## src/amsb_pkg.sv

```systemverilog
// Shared types and constants of the AMSBound parameter update block.
// No dependencies; the other files, apart from amsb_divsqrt, refer to it by scoped names.
package amsb_pkg;

	localparam logic [24:0] ONE_Q = 25'h1000000;
	localparam logic [31:0] MAX_Q = 32'h7FFFFFFF;

	typedef enum logic [2:0] {
		CFG_LEARNING_RATE = 3'd0,
		CFG_FIRST_DECAY   = 3'd1,
		CFG_SECOND_DECAY  = 3'd2,
		CFG_TARGET_RATE   = 3'd3,
		CFG_BOUND_SPEED   = 3'd4,
		CFG_EPSILON       = 3'd5,
		CFG_DECAY_WEIGHT  = 3'd6
	} cfg_idx_t;

	// decay factors are already limited to one
	typedef struct packed {
		logic [30:0] lr;
		logic [24:0] b1;
		logic [24:0] b2;
		logic [30:0] fin;
		logic [30:0] gam;
		logic [30:0] eps;
		logic [30:0] wd;
	} cfg_t;

	typedef struct packed {
		logic [11:0]        idx;
		logic signed [31:0] param;
		logic signed [31:0] grad;
		logic [31:0]        step;
		logic [24:0]        bc1;
		logic [24:0]        bc2;
		logic               bypass;
	} item_t;

endpackage

```

## src/amsb_fifo.sv

```systemverilog
// Two-entry queue of classified items between front and back.
// Depends on amsb_pkg for the item type.
module amsb_fifo (
	input  logic            clk,
	input  logic            arst_n,
	input  logic            push,
	input  amsb_pkg::item_t push_item,
	output logic            full,
	input  logic            pop,
	output amsb_pkg::item_t pop_item,
	output logic            empty
);

	amsb_pkg::item_t entry_q [2];
	logic            wr_ptr_q;
	logic            rd_ptr_q;
	logic [1:0]      cnt_q;

	always_ff @(posedge clk or negedge arst_n) begin
		if (!arst_n) begin
			wr_ptr_q <= 1'b0;
			rd_ptr_q <= 1'b0;
			cnt_q    <= '0;
		end else begin
			if (push) wr_ptr_q <= ~wr_ptr_q;
			if (pop) rd_ptr_q <= ~rd_ptr_q;
			cnt_q <= cnt_q + 2'(push) - 2'(pop);
		end
	end

	always_ff @(posedge clk) begin
		if (push) entry_q[wr_ptr_q] <= push_item;
	end

	assign pop_item = entry_q[rd_ptr_q];
	assign full     = (cnt_q == 2'd2);
	assign empty    = (cnt_q == 2'd0);

endmodule

```

## config.mk

```make
export PLATFORM = sky130hd
export DESIGN_NAME = amsb_fifo
export DESIGN_NICKNAME = d
export VERILOG_FILES = /design/src/amsb_pkg.sv /design/src/amsb_fifo.sv
export SDC_FILE = /design/constraint.sdc
export NUM_CORES = 1
export LEC_CHECK = 0
export ABC_AREA = 0
export BUFFER_PORTS_ARGS = -buffer_cell sky130_fd_sc_hd__buf_2
export CORE_ASPECT_RATIO = 1.1
export CORE_MARGIN = 2
export CORE_UTILIZATION = 30
export DETAILED_ROUTE_END_ITERATION = 10
export GPL_TIMING_DRIVEN = 1
export SYNTH_ARGS = -nofsm -noshare
export SYNTH_HDL_FRONTEND = slang
export SYNTH_SLANG_ARGS = --single-unit
```

## constraint.sdc

```tcl
create_clock -name clk -period 9.4 [get_ports clk]
set_input_delay 1.88 -clock clk [delete_from_list [all_inputs] [get_ports clk]]
set_output_delay 1.88 -clock clk [all_outputs]
set_load 0.02 [all_outputs]
```

==> impl_metrics.env <==
export IMPL_final_util=0.384
export IMPL_syn_area_um2=12100
export IMPL_cap_violations=0
export IMPL_skew_ns=0.00560
export IMPL_cts_sinks=322
export IMPL_crit_path_end_kind="primary output"
export IMPL_mostFrequentLayoutCells="buf_2, edfxtp_1, mux2_4"
export IMPL_powerDensity_nw_per_um2=322
export IMPL_dpl_cell_count=1334
export IMPL_ys_ff_latch=322
export IMPL_synth_simple_area_share=0.00186
export IMPL_gp_congestion=0.695
export IMPL_dp_hpwl_um=15700
export IMPL_synthCells=510
export IMPL_ir_drop_v=0.000165
export IMPL_ys_warn_count=0
export IMPL_first_pass_iters=4
export IMPL_period_minus_slack_ns=5.00
export IMPL_layout_commonest_cell="buf_2"
export IMPL_yosysTopAreaCell="edfxtp_1"
export IMPL_drive_gt1_frac=0.608
export IMPL_syn_nets=675
export IMPL_grt_remaining_overflow=0
export IMPL_synth_compound_area_frac=0
export IMPL_cts_resized=0
export IMPL_cts_made_buffers=36
export IMPL_finalHoldViolations=0
export IMPL_fmax_mhz=200
export IMPL_drt_wl_total_um=24400
export IMPL_first_iter_violations=222
export IMPL_port_buffers=323
export IMPL_crit_required_ns=7.52
export IMPL_final_area_um2=15400
export IMPL_synth_cell_types=13
export IMPL_setup_viol=0
export IMPL_synth_xor_area_share=0.00342
export IMPL_nFillCells=3677
export IMPL_clkTransAtPathRegs_ns=0.06
export IMPL_grt_pass1_wl_um=36900
export IMPL_post_cts_setup_buffers=0
export IMPL_post_place_ws_ns=4.89
export IMPL_dpl_cell_area_um2=14200
export IMPL_dieHeight_um=214
export IMPL_crit_slowest_cell="dfrtp_4"
export IMPL_critical_path_max_fanout=62
export IMPL_cts_max_level=2
export IMPL_clockBufferDepth=3
export IMPL_reg2reg_from="wr_ptr_q"
export IMPL_clock_latency_ns=0.53
export IMPL_grt_max_degree=74
export IMPL_vias=5952
export IMPL_hold_ws_ns=0.550
export IMPL_wire_per_inst_um=17.5
export IMPL_synth_avg_cell_area_um2=23.7
export IMPL_die_area_um2=41900
export IMPL_slew_viol_final=0
export IMPL_hold_start="wr_ptr_q"
export IMPL_ys_seq_area_frac=0.799
export IMPL_start_util=0.302
export IMPL_drc=0
export IMPL_synthMuxAreaShare=0.179
export IMPL_status="complete, no violations"
export IMPL_nets=1024
export IMPL_critPathLaunchType="flip-flop"
export IMPL_tns_ns=0
export IMPL_stdcell_count=1397
export IMPL_yosysTopAreaCellShare=0.791
export IMPL_tightest_slew_ns=1.07
export IMPL_coreArea_um2=40000
export IMPL_relSlewSlack=0.288
export IMPL_critPathMaxStageDelay_ns=1.03
export IMPL_vias_per_cell=4.26
export IMPL_power_leakage_nw=5.98
export IMPL_synthTopCellsByArea="edfxtp_1, mux2_4, mux2_2, buf_6, dfrtp_1"
export IMPL_crit_arrival_ns=3.12
export IMPL_crit_type="flip-flop to primary output"
export IMPL_path_cells="buf_4, mux2_2, buf_2"
export IMPL_antenna_found_initial=5
export IMPL_dieWidth_um=195
export IMPL_cts_root_buf="clkbuf_16"
export IMPL_syn_to_final_growth_pct=27.1
export IMPL_fin_ws_ns=4.40
export IMPL_rsz0062_at_grt="false"
export IMPL_ant_nets=0
export IMPL_synth_adder_area_share=0.00207
export IMPL_io_pins=324
export IMPL_cts_hold_buf=0
export IMPL_critPathLaunch="rd_ptr_q"
export IMPL_grt_use_total=0.116
export IMPL_rows=77
export IMPL_power_mw=4.94
export IMPL_grt_pass1_vias=6369
export IMPL_synth_top_family_by_area="multiplexers"
export IMPL_hold_class="flip-flop to flip-flop"
export IMPL_cts_tree="built"
export IMPL_fin_crit_sh=0.532
worst max-delay path, delay by kind of cell (launching register included):
family / cells / cell delay, ns
buffers and inverters: 2 / 0.99
DFF: 1 / 1.03
muxes: 1 / 0.41
registers in the layout (all words and copies together) (netlist names):
signal / flops
entry_q: 318
cnt_q: 2
rd_ptr_q: 1
wr_ptr_q: 1
final timing paths:
| kind | endpoint | cells after the start | slack, ns |
|---|---|---|---|
| max in group asynchronous | rd_ptr_q | 1 | 8.11 |
| setup reg to reg | entry_q[0][127] | 2 | 7.19 |
| min in group asynchronous | wr_ptr_q | 1 | 1.15 |
| hold reg to reg | wr_ptr_q | 1 | 0.55 |
| hold / removal | wr_ptr_q | 1 | 0.55 |
| setup / recovery | pop_item[37] | 3 | 4.40 |
power by group:
group	internal (mW)	switching, mW
Clock	0.804	0.541
Combinational	0.674	0.888
Sequential	1.91	0.119
Total	3.39	1.55
logic make-up (layout without fill, tap and decap cells):
| group | count (synthesis) | in the layout |
|---|---|---|
| mux | 159 | 159 |
| fa+ha+maj | 2 | 2 |
| xor+xnor | 3 | 3 |
| simple gates | 4 | 4 |
| buf+inv | 20 | 393 |
| other cells | 0 | 1 |
| flops | 322 | 322 |
final cells by class:
cell class	instances	area, um2	share of cell area
tap	513	642	0.0418
clock buffer	47	963	0.0628
timing repair buffer	329	1660	0.108
antenna	1	2.50	0.000163
multi-input combinational	168	2260	0.148
sequential	322	9650	0.629
inverter	2	7.51	0.000489
clock inverter	15	158	0.0103
synthesized netlist by cell type, drive strengths merged:
library cell  count
nor2b             2
nor2              1
dfrtp             4
ha                2
edfxtp          318
buf              18
and2              1
xor2              2
xor3              1
mux2            159
inv               2
layer usage:
metal,wire length [um],up-vias,track usage
li1,-,2734,-
met1,9820,2943,0.137
met2,11700,220,0.185
met3,2040,49,0.0442
met4,767,6,0.0557
met5,34,-,0
(Power assumes the default switching activity.)
