File: config.mk
export PLATFORM = sky130hd
export DESIGN_NAME = amsb_front
export DESIGN_NICKNAME = d
export VERILOG_FILES = /design/src/amsb_pkg.sv /design/src/amsb_front.sv
export SDC_FILE = /design/constraint.sdc
export NUM_CORES = 2
export LEC_CHECK = 0
export BUFFER_PORTS_ARGS = -buffer_cell sky130_fd_sc_hd__buf_4
export CAP_MARGIN = 20
export CORE_AREA = 4 4 377 379
export CTS_CLUSTER_SIZE = 30
export DETAILED_ROUTE_END_ITERATION = 6
export DIE_AREA = 0 0 381 383
export MAX_ROUTING_LAYER = met4
export SLEW_MARGIN = 5
export SYNTH_ARGS = -nofsm -noshare
export SYNTH_HDL_FRONTEND = slang
export SYNTH_SLANG_ARGS = --single-unit
File: constraint.sdc
create_clock -name clk -period 22.9 [get_ports clk]
set_input_delay 0 -clock clk [delete_from_list [all_inputs] [get_ports clk]]
set_output_delay 0 -clock clk [all_outputs]
set_load 0.05 [all_outputs]
File: src/amsb_pkg.sv
// Shared types and constants of the AMSBound parameter update block.
// No dependencies; the other files, apart from amsb_divsqrt, refer to it by scoped names.
package amsb_pkg;

	localparam logic [24:0] ONE_Q = 25'h1000000;
	localparam logic [31:0] MAX_Q = 32'h7FFFFFFF;

	typedef enum logic [2:0] {
		CFG_LEARNING_RATE = 3'd0,
		CFG_FIRST_DECAY   = 3'd1,
		CFG_SECOND_DECAY  = 3'd2,
		CFG_TARGET_RATE   = 3'd3,
		CFG_BOUND_SPEED   = 3'd4,
		CFG_EPSILON       = 3'd5,
		CFG_DECAY_WEIGHT  = 3'd6
	} cfg_idx_t;

	// decay factors are already limited to one
	typedef struct packed {
		logic [30:0] lr;
		logic [24:0] b1;
		logic [24:0] b2;
		logic [30:0] fin;
		logic [30:0] gam;
		logic [30:0] eps;
		logic [30:0] wd;
	} cfg_t;

	typedef struct packed {
		logic [11:0]        idx;
		logic signed [31:0] param;
		logic signed [31:0] grad;
		logic [31:0]        step;
		logic [24:0]        bc1;
		logic [24:0]        bc2;
		logic               bypass;
	} item_t;

endpackage

File: src/amsb_front.sv
// Front end: accepts items, advances step count and decay powers, classifies.
// Depends on amsb_pkg for the config and item types.
module amsb_front #(
	parameter int ELEMENT_COUNT = 4096
) (
	input  logic               clk,
	input  logic               arst_n,
	input  amsb_pkg::cfg_t     cfg,
	input  logic               in_valid,
	output logic               in_stall,
	input  logic [11:0]        element_index,
	input  logic signed [31:0] param_value,
	input  logic signed [31:0] grad_value,
	input  logic               pass_start,
	input  logic               q_full,
	input  logic               clearing,
	output logic               push,
	output amsb_pkg::item_t    push_item
);

	logic [31:0] step_q;
	logic [24:0] pow1_q;
	logic [24:0] pow2_q;

	logic [49:0] p1_prod, p2_prod;
	logic [49:0] p1_rnd, p2_rnd;
	logic [31:0] step_d;
	logic [24:0] pow1_d, pow2_d;

	assign in_stall = q_full | clearing;
	assign push     = in_valid & ~in_stall;

	always_comb begin
		p1_prod = 50'(pow1_q) * 50'(cfg.b1);
		p2_prod = 50'(pow2_q) * 50'(cfg.b2);
		p1_rnd  = p1_prod + 50'h800000;
		p2_rnd  = p2_prod + 50'h800000;
		step_d  = step_q;
		pow1_d  = pow1_q;
		pow2_d  = pow2_q;
		if (pass_start) begin
			if (step_q != 32'hFFFFFFFF) step_d = step_q + 32'd1;
			pow1_d = p1_rnd[48:24];
			pow2_d = p2_rnd[48:24];
		end
	end

	always_ff @(posedge clk or negedge arst_n) begin
		if (!arst_n) begin
			step_q <= '0;
			pow1_q <= amsb_pkg::ONE_Q;
			pow2_q <= amsb_pkg::ONE_Q;
		end else if (push) begin
			step_q <= step_d;
			pow1_q <= pow1_d;
			pow2_q <= pow2_d;
		end
	end

	always_comb begin
		push_item.idx    = element_index;
		push_item.param  = param_value;
		push_item.grad   = grad_value;
		push_item.step   = step_d;
		// a correction of zero counts as one LSB
		push_item.bc1    = (pow1_d < amsb_pkg::ONE_Q) ? amsb_pkg::ONE_Q - pow1_d : 25'd1;
		push_item.bc2    = (pow2_d < amsb_pkg::ONE_Q) ? amsb_pkg::ONE_Q - pow2_d : 25'd1;
		push_item.bypass = 21'(element_index) >= 21'(ELEMENT_COUNT);
	end

	a_step_hold: assert property (@(posedge clk) disable iff (!arst_n)
		!push |=> $stable(step_q) && $stable(pow1_q) && $stable(pow2_q))
		else $error("step state changed without a transaction");
	a_step_inc: assert property (@(posedge clk) disable iff (!arst_n)
		push && pass_start && step_q != 32'hFFFFFFFF |=> step_q == $past(step_q) + 32'd1)
		else $error("step count did not advance on pass start");
	a_pow_range: assert property (@(posedge clk) disable iff (!arst_n)
		pow1_q <= amsb_pkg::ONE_Q && pow2_q <= amsb_pkg::ONE_Q)
		else $error("decay power above one");

endmodule

==> flow_metrics.tcl <==
set metrics [dict create \
    multi_input_gate_area_sq_um 40000 \
    mean_post_synth_cell_area_sq_um 8.56 \
    portBuffers 139 \
    critPathMaxStageDelay_ps 710 \
    worst-setup-path-type "reg2out" \
    worst_hold_path_type "in2out" \
    synth_enable_flop_cells 0 \
    cts-buffers-inserted 9 \
    worstMarginPinSlew_ps 1090 \
    synthesis.instances 5648 \
    globalRouteMet1Util_pct 25.9 \
    synth.cell_area_sq_um 48400 \
    dr_total_vias 36700 \
    drcViolationCount 0 \
    die_h_microns 383 \
    layout-drive-gt1-share_pct 4.76 \
    post-route-min-period_ps 11000 \
    cts_resized 0 \
    worstSetupEndpointType "output pin" \
    num-nets-final 7192 \
    setup_violations 0 \
    grt_first_pass_wirelength_microns 225000 \
    timing.reg2reg.worst_path_depth 25 \
    crit_path_max_fanout 23 \
    synth_seq_cells 82 \
    detail_route.wirelength_microns 138000 \
    grt_util_all_layers_pct 20.1 \
    hold_ws_ps 0.0193 \
    postRouteAntennaNets 0 \
    worst_slew_margin_rel_pct 27.5 \
    cts.htree.levels 3 \
    synth.yosys.seq_area_share_pct 4.25 \
    rsz0062_at_grt "no" \
    antenna_found_initial 9 \
    detail_route.first_pass.iterations 6 \
    ys_warn_count 0 \
    max_freq_ghz 0.0909 \
    initial_core_util_pct 34.8 \
    critical-path-slowest-cell "o31a_1" \
    mappedNetlistNets 7378 \
    yosys_most_used_dff "dfrtp_1" \
    cts-root-buf "clkbuf_16" \
    viasPerCell 5.04 \
    globalRoute.busiestLayer "met2" \
    timing_max_transition_violations_final 0 \
    worstSetupStartpointType "flip-flop" \
    core-area_sq_um 139000 \
    cts.hold.buffers_added 1 \
    cts_tree "built" \
    gp_congestion 0.959 \
    ff_latch_area_sq_um 2050 \
    average_wire_per_cell_in_the_routed_design_microns 19.0 \
    largest_net_degree_at_the_start_of_global_routing 70 \
    fillCellCount 14400 \
    core.rowCount 137 \
    cp_data_required_time_ps 22900 \
    timing.critical_path.arrival_ps 11000 \
    clock_insertion_delay_worst_skew_ps 410 \
    place_hpwl_microns 112000 \
    clockBufferDepth 2 \
    finalSetupTns_ps 0 \
    min_period_over_period_pct 48.0 \
    clock_pin_slew_worst_setup_and_hold_paths_ps 70 \
    postCtsSetupRepairBufs 0 \
    gr-usage-met2_pct 33.7 \
    first_global_vias 39800 \
    cts_sinks 82 \
    outcome "complete, no violations" \
    synth.lib_cells_used.distinct 95 \
    num_io_pins 448 \
    synthArstFlopShare_pct 100 \
    flow.area_growth_from_synthesis_pct 4.64 \
    worst_clock_skew_on_the_final_layout_ps 12.9 \
    fp.dieArea_sq_um 146000 \
    grt-ovfl-total 0 \
    drt_iter0_drc 2419 \
    drv.max_cap_violation_count 0 \
    report.final.hold_viol_count 0 \
    global_routing_usage_on_met3_pct 3.27 \
    crit_top_cell "fa_1" \
    die-width_microns 381 \
    most-common-layout-cells "inv_1, fa_1, nand2_1, and2_1, ha_1" \
    layout.cells.most_common "inv_1" \
    min_path_cells 0 \
]
## cells by family (layout without fill, tap and decap cells)
family | after synthesis | count (layout) | share of synthesized area [%]
simple gates | 1911 | 1911 | 19.7
buf+inv | 1591 | 1410 | 13.1
fa+ha+maj | 1443 | 1443 | 53.6
compound gates | 463 | 463 | 6.37
xor+xnor | 130 | 130 | 2.35
flops | 82 | 82 | 4.25
mux | 27 | 27 | 0.574
other cells | 1 | 7 | 0.00776
## final timing paths
path,startpoint,to,slack (ps)
min in group asynchronous,arst_n,step_q[15]$_DFFE_PN0P_,70
max,pow2_q[6]$_DFFE_PN0P_,push_item[17],11900
min reg2reg,pow2_q[7]$_DFFE_PN0P_,pow2_q[7]$_DFFE_PN0P_,480
min,element_index[2],push_item[149],0.02
max reg2reg,pow2_q[6]$_DFFE_PN0P_,pow2_q[23]$_DFFE_PN0P_,14120
max in group asynchronous,arst_n,pow2_q[24]$_DFFE_PN1P_,21740
## Yosys cell counts, drive strengths merged, types with 56 or more instances
cell type / number / area [sq um]
a21oi: 113 / 581
and2: 645 / 4040
buf: 105 / 759
clkbuf: 292 / 1100
dfrtp: 80 / 2000
fa: 1050 / 21000
ha: 393 / 4920
inv: 1193 / 4480
nand2: 828 / 3110
nand3: 66 / 330
nand4: 63 / 415
nor2: 145 / 544
o21ai: 120 / 604
xnor2: 74 / 648
xor2: 56 / 490
## registers in the layout (all words and copies together) (netlist names)
signal	cells
pow1_q	25
pow2_q	25
step_q	32
## final cells by class
type	count	share of cell area (%)
multi-input cells	3975	79.0
inverters	1194	8.86
clock buffers	10	0.472
diodes	6	0.0297
flip-flops and latches	82	4.06
clock inverters	6	0.109
repair buffers	200	3.01
well taps	1807	4.47
## metal layers
metal | vias to the layer above | wire length (microns)
met1 | 18900 | 59400
met2 | 1053 | 67700
li1 | 16500 | -
met5 | - | 0
met3 | 142 | 8800
met4 | 0 | 2410
## through the flow
stage | std cells | area [sq um] | utilization (%) | setup slack (ps)
after floorplan | 5648 | 48400 | - | 13990
after global placement | 7256 | 50200 | 36.2 | 12440
after detailed placement | 7256 | 50200 | 36.2 | 12410
after CTS | 7273 | 50600 | 36.4 | 11880
after global routing | 7276 | 50600 | 36.4 | 11230
final | 7280 | 50600 | 36.4 | 11900
## worst max-delay path: cells and delay by family (launching register included)
family                   cells  cell delay [ps]
buffers and inverters        8             1000
AND/OR/NAND/NOR              8             2400
flip-flops                   1              640
adder cells (fa/ha/maj)      8             3940
AO/OA/AOI/OAI                4             2590
Power is not shown: default switching activity piles up to over one toggle a cycle in this logic, so the estimate is an artifact.
